**src/design/bht_queue.sv**
```systemverilog
// Small FIFO between the front end and the table engine.
module bht_queue #(
  parameter int W = 8,
  parameter int DEPTH = 2
) (
  input  logic         clk,
  input  logic         rst_n,
  input  logic         push,
  input  logic [W-1:0] din,
  output logic         full,
  input  logic         pop,
  output logic         empty,
  output logic [W-1:0] dout
);
  localparam int AW = (DEPTH > 1) ? $clog2(DEPTH) : 1;
  logic [W-1:0]  mem_r [DEPTH];
  logic [AW-1:0] wp_r, rp_r;
  logic [AW:0]   cnt_r;

  assign full = (cnt_r == (AW+1)'(DEPTH));
  assign empty = (cnt_r == '0);
  assign dout = mem_r[rp_r];

  always_ff @(posedge clk) begin
    if (!rst_n) begin
      wp_r <= '0;
      rp_r <= '0;
      cnt_r <= '0;
    end else begin
      if (push) wp_r <= (wp_r == AW'(DEPTH - 1)) ? '0 : wp_r + AW'(1);
      if (pop) rp_r <= (rp_r == AW'(DEPTH - 1)) ? '0 : rp_r + AW'(1);
      cnt_r <= cnt_r + (AW+1)'(push) - (AW+1)'(pop);
    end
  end

  always_ff @(posedge clk) begin
    if (push) mem_r[wp_r] <= din;
  end
endmodule

```
**config.mk**
```make
export PLATFORM = sky130hd
export DESIGN_NAME = bht_queue
export DESIGN_NICKNAME = d
export VERILOG_FILES = /design/src/design/bht_queue.sv
export SDC_FILE = /design/constraint.sdc
export NUM_CORES = 1
export LEC_CHECK = 0
export CAP_MARGIN = 20
export CORE_UTILIZATION = 55
export CTS_CLUSTER_DIAMETER = 30
export DETAILED_ROUTE_END_ITERATION = 6
export DONT_BUFFER_PORTS = 1
export GPL_ROUTABILITY_DRIVEN = 1
export PLACE_DENSITY = 0.8
export SYNTH_ARGS = -nofsm -noshare
export SYNTH_HDL_FRONTEND = slang
export SYNTH_SLANG_ARGS = --single-unit
```
**constraint.sdc**
```tcl
create_clock -name clk -period 2.2 [get_ports clk]
set_clock_uncertainty 0.15 [all_clocks]
set_input_delay 0.44 -clock clk [delete_from_list [all_inputs] [get_ports clk]]
set_output_delay 0.44 -clock clk [all_outputs]
set_load 0.02 [all_outputs]
```
# ---- Word level (Yosys, flattened, before mapping)
# Memory sizes are Yosys's and may differ from the RTL's. A register that Yosys moved wholly into a read port is not among the register bits.
# Cells that the tools add are included.
dict set report word_totals {
  in_bits 12
  elab_cells 16
  latchBits 0
  output_inout_bits 10
  register_bits 4
  romBits 0
  ram_bits 16
  mem_count 1
}
dict set report op_classes {
  order_cmp 0
  n_addsub 4
  mul 0
  n_mux 6
  reduce_logical 1
  shifts 0
  bitwise 0
  div_mod_pow 0
  n_eq_ne 1
}
# name depth word_bits rd rd_ports_with_merged_regs wr line_no
set mem_list {}
lappend mem_list {mem_r 2 8 1 1 1 16} ;# logic [W-1:0] mem_r [DEPTH];
# operator count
set op_table {}
lappend op_table {{$mux 1} 6}
lappend op_table {{$add 1x1->1 const B} 2}
lappend op_table {{$add 2x1->2} 1}
lappend op_table {{$eq 2x2->1 const B} 1}
lappend op_table {{$logic_not 2->1} 1}
lappend op_table {{$sub 2x1->2} 1}

# ---- Depth between registers and ports, before layout
dict set report depth {
  depth_word 4
  ltp_mapped 6
  mapped_depth_nobuf 6
}

# ---- Worst setup path after synthesis
# OpenSTA, ideal clock, no wires.
dict set report synth_timing {
  kind {input port to flip-flop}
  from {input port pop}
  to {register cnt_r[1]}
  t_required_ns 1.985
  arrival_time_ns 1.334
  setup_ns 0.065
  setup_slack_ns 0.651
  path_stages 5
  path_buffers 0
  path_cell_list {ha_1 > inv_1 > ha_1 > xnor3_1 > nor2b_1}
}
dict set report synth_via {
  elab_chain_cells 1
}
# element line_no
set synth_lines {}
lappend synth_lines {{start: declaration} 11} ;# input logic pop,
lappend synth_lines {{$sub 2x1->2} 32} ;# cnt_r <= cnt_r + (AW+1)'(push) - (AW+1)'(pop);
lappend synth_lines {{end signal: assignment} 32}
lappend synth_lines {{end: declaration} 18} ;# logic [AW:0] cnt_r;
# No other way between the ends.
# A chain may end at the register's enable or synchronous reset.

==> metrics <==
run status=completed; pwr/cell area=893 nW/um2; Register Area=581 um2; Hold Path Class=in2reg; total count of max-transition violations in the final report=0; worst setup path category=reg2out; detailed-route via count=~340; worst voltage drop across the vdd grid=0.542 mV; post-synthesis compound-gate area fraction=less than 1%; half-perimeter wire length after placement=between 800 and 900 um; number of clock buffers inserted by TritonCTS=3; portion of netlist area occupied by mux cells=11.2%; number of vias per cell after detailed routing=about 5.3; post-layout total power=roughly 0.76 mW; fraction of post-synthesis cell area in the top cell type by area=between 60% and 70%; Bufs and invs on worst path=0; cell area after technology mapping=between 800 and 900 um2; CTS Root Buffer Type=sky130_fd_sc_hd__clkbuf_4; Core Area=1330 um2; filler instances=~110; pin count of the biggest net entering global routing=12; count of different cell masters after synthesis=12; count of yosys warnings during synthesis=0; Iter 0 DRT Violations=0; final number of hold-violating endpoints=0; minimum setup slack after placement=~550 ps; TritonCTS clock tree=done; cells along the critical path=mux2_2; Final Net Count=between 60 and 70; final instance count without filler cells=65; highest-count cells in the layout ignoring fill and taps=16 x sky130_fd_sc_hd__edfxtp_1, 8 x sky130_fd_sc_hd__mux2_2, 5 x sky130_fd_sc_hd__dfxtp_1; RSZ-0062 raised after global routing=false; final-report setup violation count=0; dominant combinational cell family by area after synthesis=multiplexers; clock latency reported for the late side of the worst-skew pair=about 290 ps; post-layout minimum cycle time=~1900 ps; headroom to the max-slew limit=73.1%; Leakage=0.307 nW; Synth Area in Simple Gates=roughly 6.7%; quantity of I/O buffers inserted on ports=0; final total negative setup slack=0 ps; final routed DRC violation total=0; antenna violations before repair=0; xor and xnor fraction of the mapped netlist area=between 3 and 4%; Starting Density=between 60% and 70%; total number of clock tree sinks=21; type of origin of the critical path=register; number of top-level design ports=22; Final Hold Slack=~86 ps; 1st-pass router iterations=1; flip-flop and latch count after synthesis=21; wire length after detailed routing=~1100 um; maximum capacitance violations=0; Net Count, Synth=60; part of the Yosys area used for sequential elements=between 70 and 80%; dominant cell type by area after synthesis=sky130_fd_sc_hd__edfxtp_1; Final WS setup=348 ps; crit path DAT=between 1000 and 1500 ps; first-pass GRT wire length=between 1500 and 2000 um; Overall Global Routing Usage=16.3%; CP required=~1600 ps; post-detailed-route wirelength per cell=between 15 and 20 um; cts hold-fix bufs=0; area of the multi-input gates=a little over 200 um2; maximum single-stage delay on the critical path=~530 ps; f_max=roughly 540 MHz; number of gates resized after CTS=0; number of H-tree levels=1; area growth from synthesis to final layout=5.94%; post-route clock period utilization=a little over four fifths; Post-Synth Adder-Cell Area=under 10%; Rows=13; Max stage delay cell, worst path=sky130_fd_sc_hd__dfxtp_1; number of buffers on the longest clock path=2; cell types occupying the most area after synthesis=sky130_fd_sc_hd__edfxtp_1 60%, sky130_fd_sc_hd__dfxtp_1 13%, sky130_fd_sc_hd__mux2_2 11%; height of the die=40.2 um; total congestion overflow after global routing=0; critical-path maximum fanout=8; number of buffers added for setup after CTS=0; antenna diode count=0; clock input transition at the sequential cells of the worst setup and hold paths=~100 ps; placed cell count=around 60; commonest non-fill, non-tap cell in the layout=sky130_fd_sc_hd__edfxtp_1; Die ar.=1610 um2; average cell area after synthesis=roughly 17 um2; post-synthesis instance total=46; ratio of cells with drive above 1 in the final layout=about a quarter; Top delay family on crit path=flip-flops; Placer Congestion=roughly 0.62; Worst setup EP type=output pin; measured slew at the worst slew-check pin=approximately 400 ps; vias in the first global route=about 360; remaining antenna violation count=0; Chip Width=about 40 um
## final cells by class
class,instances,share of cell area (%)
sequential,21,68.4
multi-input combinational,22,24.5
clock buffer,4,3.10
tap,15,2.21
timing repair buffer,1,0.885
inverter,2,0.885
## cells in the mapped netlist, drive strengths merged
library cell and instances:
and2 4, buf 1, dfxtp 5, edfxtp 16
ha 2, inv 2, mux2 8, nor2 1
nor2b 4, o21a 1, xnor3 1, xor2 1
## metrics by stage
step / utilization (%) / area (um2)
3_3_place_gp: 61.6 / 822
5_1_grt: 63.6 / 848
2_1_floorplan: - / 801
6_report: 63.6 / 848
3_5_place_dp: 61.6 / 822
4_1_cts: 63.6 / 848
## logic make-up after synthesis
family	after synthesis
xor+xnor	2
mux	8
simple gates	9
flops	21
buf+inv	3
fa+ha+maj	2
compound gates	1
## routing by layer
metal  wire length (um)  GRT usage, %
met1                350          14.7
met2                581          30.6
met3                115          5.00
met4                  4          10.3
met5                  0             0
## state kept, by name, summed over array words and instances (netlist names), named ones only
| register | cells |
|---|---|
| wp_r | 1 |
| mem_r | 16 |
| rp_r | 1 |
| cnt_r | 2 |
## worst paths after layout
| kind | start | end | slack, ps | cells after the start |
|---|---|---|---|---|
| min | din[4] | mem_r[1][4] | 90 | 0 |
| min reg2reg | wp_r | wp_r | 480 | 2 |
| max | register | dout[5] | 350 | 1 |
| max reg2reg | cnt_r[0] | cnt_r[1] | 600 | 6 |
## power breakdown
part / internal, mW / switching (mW)
Clock: 0.0705 / 0.102
Combinational: 0.0490 / 0.0636
Sequential: 0.457 / 0.0164
No activity file was read; power rests on OpenSTA's default activity.
