$ cat config.mk
export PLATFORM = sky130hd
export DESIGN_NAME = bht_front
export DESIGN_NICKNAME = d
export VERILOG_FILES = /design/src/design/bht_pkg.sv /design/src/design/bht_front.sv
export SDC_FILE = /design/constraint.sdc
export NUM_CORES = 1
export LEC_CHECK = 0
export ABC_AREA = 1
export BUFFER_PORTS_ARGS = -buffer_cell sky130_fd_sc_hd__buf_2
export CAP_MARGIN = 15
export CORE_MARGIN = 5
export CORE_UTILIZATION = 53
export CTS_BUF_LIST = sky130_fd_sc_hd__clkbuf_8 sky130_fd_sc_hd__clkbuf_16
export DETAILED_ROUTE_END_ITERATION = 10
export GPL_TIMING_DRIVEN = 0
export PLACE_DENSITY = 0.79
export SLEW_MARGIN = 25
export SYNTH_ARGS = -nofsm -noshare
export SYNTH_HDL_FRONTEND = slang
export SYNTH_SLANG_ARGS = --single-unit
export TNS_END_PERCENT = 5
$ cat constraint.sdc
create_clock -name clk -period 2.35 [get_ports clk]
set_input_delay 0.1175 -clock clk [delete_from_list [all_inputs] [get_ports clk]]
set_output_delay 0.1175 -clock clk [all_outputs]
set_load 0.005 [all_outputs]
$ cat src/design/bht_pkg.sv
// Package: shared types, constants and codes for the bucketed hash table.
package bht_pkg;
  localparam int NUM_BUCKETS_DEF      = 64;
  localparam int SLOTS_PER_BUCKET_DEF = 5;
  localparam int OVERFLOW_DEPTH_DEF   = 8;
  localparam int KEY_WIDTH_DEF        = 32;

  localparam int TS_W  = 7;
  localparam int OS_W  = 4;
  localparam int CFG_W = 7;
  localparam int BI_W  = 6;
  localparam int FC_W  = 3;

  localparam logic [TS_W-1:0] TS_RESET = 7'd64;
  localparam logic [OS_W-1:0] OS_RESET = 4'd8;

  typedef enum logic [1:0] {
    CMD_INSERT = 2'd0,
    CMD_SEARCH = 2'd1,
    CMD_DELETE = 2'd2,
    CMD_NONE   = 2'd3
  } cmd_t;

  typedef enum logic [1:0] {
    LOC_BUCKET   = 2'd0,
    LOC_OVERFLOW = 2'd1,
    LOC_NOWHERE  = 2'd2
  } loc_t;

  typedef enum logic {
    REG_TABLE_SIZE     = 1'b0,
    REG_OVERFLOW_SLOTS = 1'b1
  } reg_idx_t;

  typedef enum logic [1:0] {
    FS_IDLE,
    FS_DIV,
    FS_PUSH
  } front_state_t;

  typedef enum logic [2:0] {
    BS_CLEAR,
    BS_IDLE,
    BS_READ,
    BS_SLOTS,
    BS_OVF,
    BS_WRITE,
    BS_OUT
  } back_state_t;
endpackage

$ cat src/design/bht_front.sv
// Front end: accepts requests and computes the bucket index by restoring division.
module bht_front #(
  parameter int KEY_WIDTH = bht_pkg::KEY_WIDTH_DEF,
  parameter int NUM_BUCKETS = bht_pkg::NUM_BUCKETS_DEF,
  parameter int BW = $clog2(NUM_BUCKETS)
) (
  input  logic                   clk,
  input  logic                   rst_n,
  input  logic                   in_valid,
  output logic                   in_stall,
  input  logic [1:0]             in_cmd,
  input  logic [KEY_WIDTH-1:0]   in_key,
  input  logic [bht_pkg::TS_W-1:0] table_size,
  output logic                   q_push,
  input  logic                   q_full,
  output logic [1:0]             q_cmd,
  output logic [KEY_WIDTH-1:0]   q_key,
  output logic [BW-1:0]          q_bucket
);
  localparam int CW = $clog2(KEY_WIDTH + 1);
  localparam int RW = BW + 2;

  bht_pkg::front_state_t state_r, state_nxt;
  logic [1:0]           cmd_r;
  logic [KEY_WIDTH-1:0] key_r, quo_r, quo_nxt;
  logic [RW-1:0]        rem_r, rem_nxt, div_r, sh;
  logic [CW-1:0]        cnt_r;
  logic [RW-1:0]        div_eff;

  // effective table size, clamped to 1..NUM_BUCKETS
  always_comb begin
    if (table_size == '0) div_eff = RW'(1);
    else if (32'(table_size) > NUM_BUCKETS) div_eff = RW'(NUM_BUCKETS);
    else div_eff = RW'(table_size);
  end

  // one quotient bit per cycle
  always_comb begin
    sh = {rem_r[RW-2:0], quo_r[KEY_WIDTH-1]};
    quo_nxt = {quo_r[KEY_WIDTH-2:0], 1'b0};
    rem_nxt = sh;
    if (sh >= div_r) begin
      rem_nxt = sh - div_r;
    end
  end

  always_comb begin
    state_nxt = state_r;
    in_stall = 1'b1;
    q_push = 1'b0;
    unique case (state_r)
      bht_pkg::FS_IDLE: begin
        in_stall = 1'b0;
        if (in_valid) state_nxt = bht_pkg::FS_DIV;
      end
      bht_pkg::FS_DIV: begin
        if (cnt_r == CW'(KEY_WIDTH - 1)) state_nxt = bht_pkg::FS_PUSH;
      end
      bht_pkg::FS_PUSH: begin
        if (!q_full) begin
          q_push = 1'b1;
          state_nxt = bht_pkg::FS_IDLE;
        end
      end
      default: state_nxt = bht_pkg::FS_IDLE;
    endcase
  end

  always_ff @(posedge clk) begin
    if (!rst_n) begin
      state_r <= bht_pkg::FS_IDLE;
    end else begin
      state_r <= state_nxt;
    end
  end

  always_ff @(posedge clk) begin
    if (state_r == bht_pkg::FS_IDLE && in_valid) begin
      cmd_r <= in_cmd;
      key_r <= in_key;
      quo_r <= in_key;
      rem_r <= '0;
      div_r <= div_eff;
      cnt_r <= '0;
    end else if (state_r == bht_pkg::FS_DIV) begin
      quo_r <= quo_nxt;
      rem_r <= rem_nxt;
      cnt_r <= cnt_r + CW'(1);
    end
  end

  assign q_cmd = cmd_r;
  assign q_key = key_r;
  assign q_bucket = rem_r[BW-1:0];
endmodule

Word level (Yosys, flattened, before mapping):

Index checks and enable logic that the tools add are counted.

* flip-flop bits (word level): 88
* latch bits: 0
* memory bits (writable): 0
* ROM bits: 0
* bits of input ports: 45
* word-level logic and storage cells: 35
* memories kept: 0

* add/subtract/negate cells: 2
* $mul: 0
* divide/modulo/power cells: 0
* order comparisons: 2
* equal/unequal tests: 6
* shift operators: 0
* multiplexer cells: 11
* bitwise operators: 0
* reduce and logical (&&, ||, !) cells: 6

Operator list (count)
* 32-bit two-way mux: 2
* 7-bit two-way mux: 2
* 8-bit by 7-bit greater-or-equal comparator with 1-bit output: 1
* 7-bit > comparator, second input constant: 1
* 7-bit zero test: 1
* 7-bit subtractor: 1
* 6-bit by 1-bit adder with 6-bit output, second input constant: 1
* 6-bit by 5-bit equality test with 1-bit output, second input constant: 1
* 2-bit two-way mux: 3
* 2-bit inequality test, second input constant: 3
* 2-bit case mux with 3 select lines: 1
* 1-bit two-way mux: 3
* 3-bit AND reduction: 1
* 2-bit by 1-bit equality test with 1-bit output, second input constant: 1
* 2-bit equality test, second input constant: 1
* 2-bit zero test: 1
* 2-bit nonzero test: 1
* 2-bit OR reduction: 1
* 1-bit logical AND: 1

Depth between registers and ports, before layout:

* depth in word-level cells: 3
* mapped depth: 14
* depth with buffers taken out: 14

Least setup slack after synthesis:

Ideal clock, no wire load.

* path type: reg2reg
* from: register state_r[0]
* to: register quo_r[0] (enable)
* setup time: 0.390 ns
* arrival time: 1.466 ns
* data required time: 1.960 ns
* path slack: 0.494 ns
* stages on the path, launching flop included: 6
* path buffers: 0
* period minus slack after synthesis: 1.856 ns
* cell sequence: dfxtp_1 > nor2_1 > nand2_2 > inv_2 > nor2_4 > inv_1

* longest elaborated chain between the ends: 3

Ends and longest elaborated chain
* start, declared: line bht_front.sv:23 `bht_pkg::front_state_t state_r, state_nxt;`
* start signal, assigned: line bht_front.sv:71 `state_r <= bht_pkg::FS_IDLE;`
* start signal, assigned: line bht_front.sv:73 `state_r <= state_nxt;`
* 2-bit zero test: line bht_front.sv:78 `if (state_r == bht_pkg::FS_IDLE && in_valid) begin`
* 1-bit logical AND: line bht_front.sv:78
* 2-bit nonzero test (no source line) (*)
* end signal, assigned: line bht_front.sv:81 `quo_r <= in_key;`
* end signal, assigned: line bht_front.sv:86 `quo_r <= quo_nxt;`
* end, declared: line bht_front.sv:25 `logic [KEY_WIDTH-1:0] key_r, quo_r, quo_nxt;`

Mark *: on every way between the ends. The rest lies on a longest branch, timed or not.
A chain may end at the register's enable or synchronous reset.

Worst setup path after layout:

* from: register state_r[0]
* to: register quo_r[29] (enable)

Same word-level chain as after synthesis.

==> metrics.yaml <==
status: "finished clean"
vdd_drop_max_mv: 0.394
cts_sinks: 88
synth_seq_cells: 88
post-place-ws_ps: 406
r2r-end: "quo_r[29]$_DFFE_PP_"
combPwrFrac_pct: 25.1
finalMaxSlewViolations: 0
antennaDiodeCount: 0
final_cell_mix: "136 x nand2_1, 86 x buf_2, 73 x edfxtp_1, 38 x inv_1, 35 x dlygate4sd3_1"
htree_num_levels: 3
drive_above_1_share_pct: 24.6
synthDistinctLibCells: 32
syn_inst: 358
hp-class: "in -> reg"
grt_usage_pct: 18.7
io_pins: 87
p_sw_share_pct: 30.6
grt_antenna_before_repair: 0
drtIter0Drc: 82
grt_pass1_wl_um: 12900
holdPathEnd: "div_r[4]$_SDFFCE_PP0P_"
place_inst: 540
clk_pin_slew_ps: 90
max_slew_margin_pct: 49.9
port_buffers: 86
via_count: 2825
power_leakage_uw: 0.00227
place.detailed.hpwl_um: 5180
multiInputGateArea_um2: 1050
ys.warnings.count: 0
core_area_um2: 6870
power_density_nw_per_um2: 819
cts_buffers: 9
nFillCells: 495
fmax_mhz: 523
hold_viol_final: 0
nets: 544
dieWidth_um: 94.5
fin_crit_sh_pct: 81.4
seqPwrFrac_pct: 51.4
ctsResizeCount: 0
syn-cell-area_um2: 3790
place_congestion: 0.861
finalSetupViolCount: 0
start_kind: "flop"
die_area_um2: 8930
register_area_um2: 2490
setup_tns_ps: 0
final_common_cell: "nand2_1"
drtAntennaViolNets: 0
reg2reg_depth: 5
wl_per_cell_um: 13.3
p_switching_uw: 1220
drt_wl_total_um: 7860
tightest_slew_ps: 750
crit_type: "reg -> reg"
grt_overflow: 0
r2r_setup_slack_ps: 440
clock_latency_ps: 350
pwr-share-clk_pct: 23.5
period_needed_ps: 1910
maxCapViolations: 0
holdPathStages: 3
die_h_um: 94.5
fin_cells: 591
synth_area_per_cell_um2: 10.6
syn_nets: 412
root_buffer: "clkbuf_8"
intPower_uw: 2760
power_uw: 3980
area_delta_synth_final_pct: 28.3
r2r_start: "state_r[0]$_SDFFE_PN0P_"
crit_fanout: 36
drtPass1Iterations: 4
arrival_ps: 1900
start_util_pct: 55.1
min_from: "table_size[4]"
worstPathRequired_ps: 2330
skew_ps: 9.32
setup_ws_ps: 438
routed_via_density: 4.78
grt_max_degree: 51
num_rows: 30
endpoint_kind: "flop"
clockBufferDepth: 2
drcViolationCount: 0
grt_pass1_vias: 2839
ys_seq_area_share_pct: 65.8
rsz0062_at_grt: "no"
cts_tree: "yes"
whs_ps: 85.5
[worst max-delay path by stage]
stage	from	slack [ps]	endpoint
after global routing	state_r[0]$_SDFFE_PN0P_	260	quo_r[29]$_DFFE_PP_
after CTS	state_r[0]$_SDFFE_PN0P_	400	quo_r[18]$_DFFE_PP_
after detailed placement	state_r[0]$_SDFFE_PN0P_	410	quo_r[16]$_DFFE_PP_
final	state_r[0]$_SDFFE_PN0P_	440	quo_r[29]$_DFFE_PP_
after global placement	state_r[0]$_SDFFE_PN0P_	10	quo_r[21]$_DFFE_PP_
after floorplan	state_r[0]$_SDFFE_PN0P_	490	quo_r[0]$_SDFFCE_PN0P_
[synth_stat cells]
| cell type | count | area share, % |
|---|---|---|
| nand2_1 | 136 | 13 |
| edfxtp_1 | 73 | 58 |
| inv_1 | 38 | 3.8 |
| nand3_1 | 18 | 2.4 |
| dfxtp_1 | 15 | 7.9 |
| nor2_1 | 15 | 1.5 |
| buf_4 | 9 | 1.8 |
| ha_1 | 8 | 2.6 |
| a21oi_1 | 6 | 0.79 |
| o21ai_1 | 5 | 0.66 |
| clkbuf_1 | 4 | 0.40 |
| nand2_2 | 3 | 0.50 |
| nand4_1 | 3 | 0.50 |
| o21ai_0 | 3 | 0.40 |
| inv_2 | 2 | 0.20 |
| nand2_4 | 2 | 0.59 |
| nand3b_1 | 2 | 0.40 |
| xnor2_1 | 2 | 0.46 |
| a211oi_1 | 1 | 0.20 |
| a21oi_4 | 1 | 0.43 |
| a31oi_1 | 1 | 0.17 |
| clkbuf_8 | 1 | 0.36 |
| fa_1 | 1 | 0.53 |
| nor2_4 | 1 | 0.30 |
| nor3_1 | 1 | 0.13 |
| nor3_2 | 1 | 0.26 |
| nor3b_1 | 1 | 0.20 |
| nor4_2 | 1 | 0.33 |
| o21a_1 | 1 | 0.20 |
| or2_1 | 1 | 0.17 |
| or2_4 | 1 | 0.23 |
| xor2_1 | 1 | 0.23 |
[logic make-up (layout without fill, tap and decap cells)]
| kind of cell | Yosys count | count (layout) | share of synthesized area, % |
|---|---|---|---|
| adders and majority gates | 9 | 9 | 3.17 |
| DFF | 88 | 88 | 65.8 |
| and+or+nand+nor | 186 | 186 | 21.0 |
| xor gates and xnor gates | 3 | 3 | 0.694 |
| buffers and inverters | 54 | 191 | 6.51 |
| AOI/OAI and AO/OA | 18 | 18 | 2.84 |
[metrics by stage]
stage	util, %	cell area [µm²]
after CTS	70.7	4860
after global routing	70.7	4860
final	70.7	4860
after floorplan	-	3790
after global placement	63.1	4340
after detailed placement	63.1	4340
[layer usage]
metal  vias up  global-route usage [%]  routed length (µm)
met4         0                    8.29                 159
li1       1425                       -                   -
met2        72                    31.5                3990
met1      1312                    23.4                3370
met3        16                    3.82                 338
met5         -                       0                   0
[critical path: stages (launching register included)]
cell and delay [ps]:
dfxtp_1 340, nor2_1 170, nand2_2 180, inv_2 220, nor2_4 70, inv_2 550
[what timing repair did]
action | 4_1_cts | 5_1_grt
hold buffers | 35 | 0
buffers inserted | 0 | 0
endpoints found under the hold margin | 35 | 0
[power groups by stage]
stage,Clock [µW],Sequential [µW],Combinational [µW]
2_1_floorplan,0,2060,671
3_3_place_gp,0,2070,909
4_1_cts,954,2040,1000
6_report,933,2040,1000
5_1_grt,1020,2070,1130
3_5_place_dp,0,2080,949
[registers in the layout (all words and copies together) (netlist names)]
signal / count
rem_r: 7
q_cmd: 2
q_key: 32
state_r: 2
cnt_r: 6
quo_r: 32
div_r: 7
[cell type report]
class | instances | share of cell area, %
buffer | 14 | 1.98
clock buffer | 9 | 2.55
clock inverter | 7 | 0.928
inverter | 40 | 3.09
multi-input combinational | 216 | 21.6
sequential | 88 | 51.3
tap | 96 | 2.47
timing repair buffer | 121 | 16.1
(Power assumes the default switching activity.)
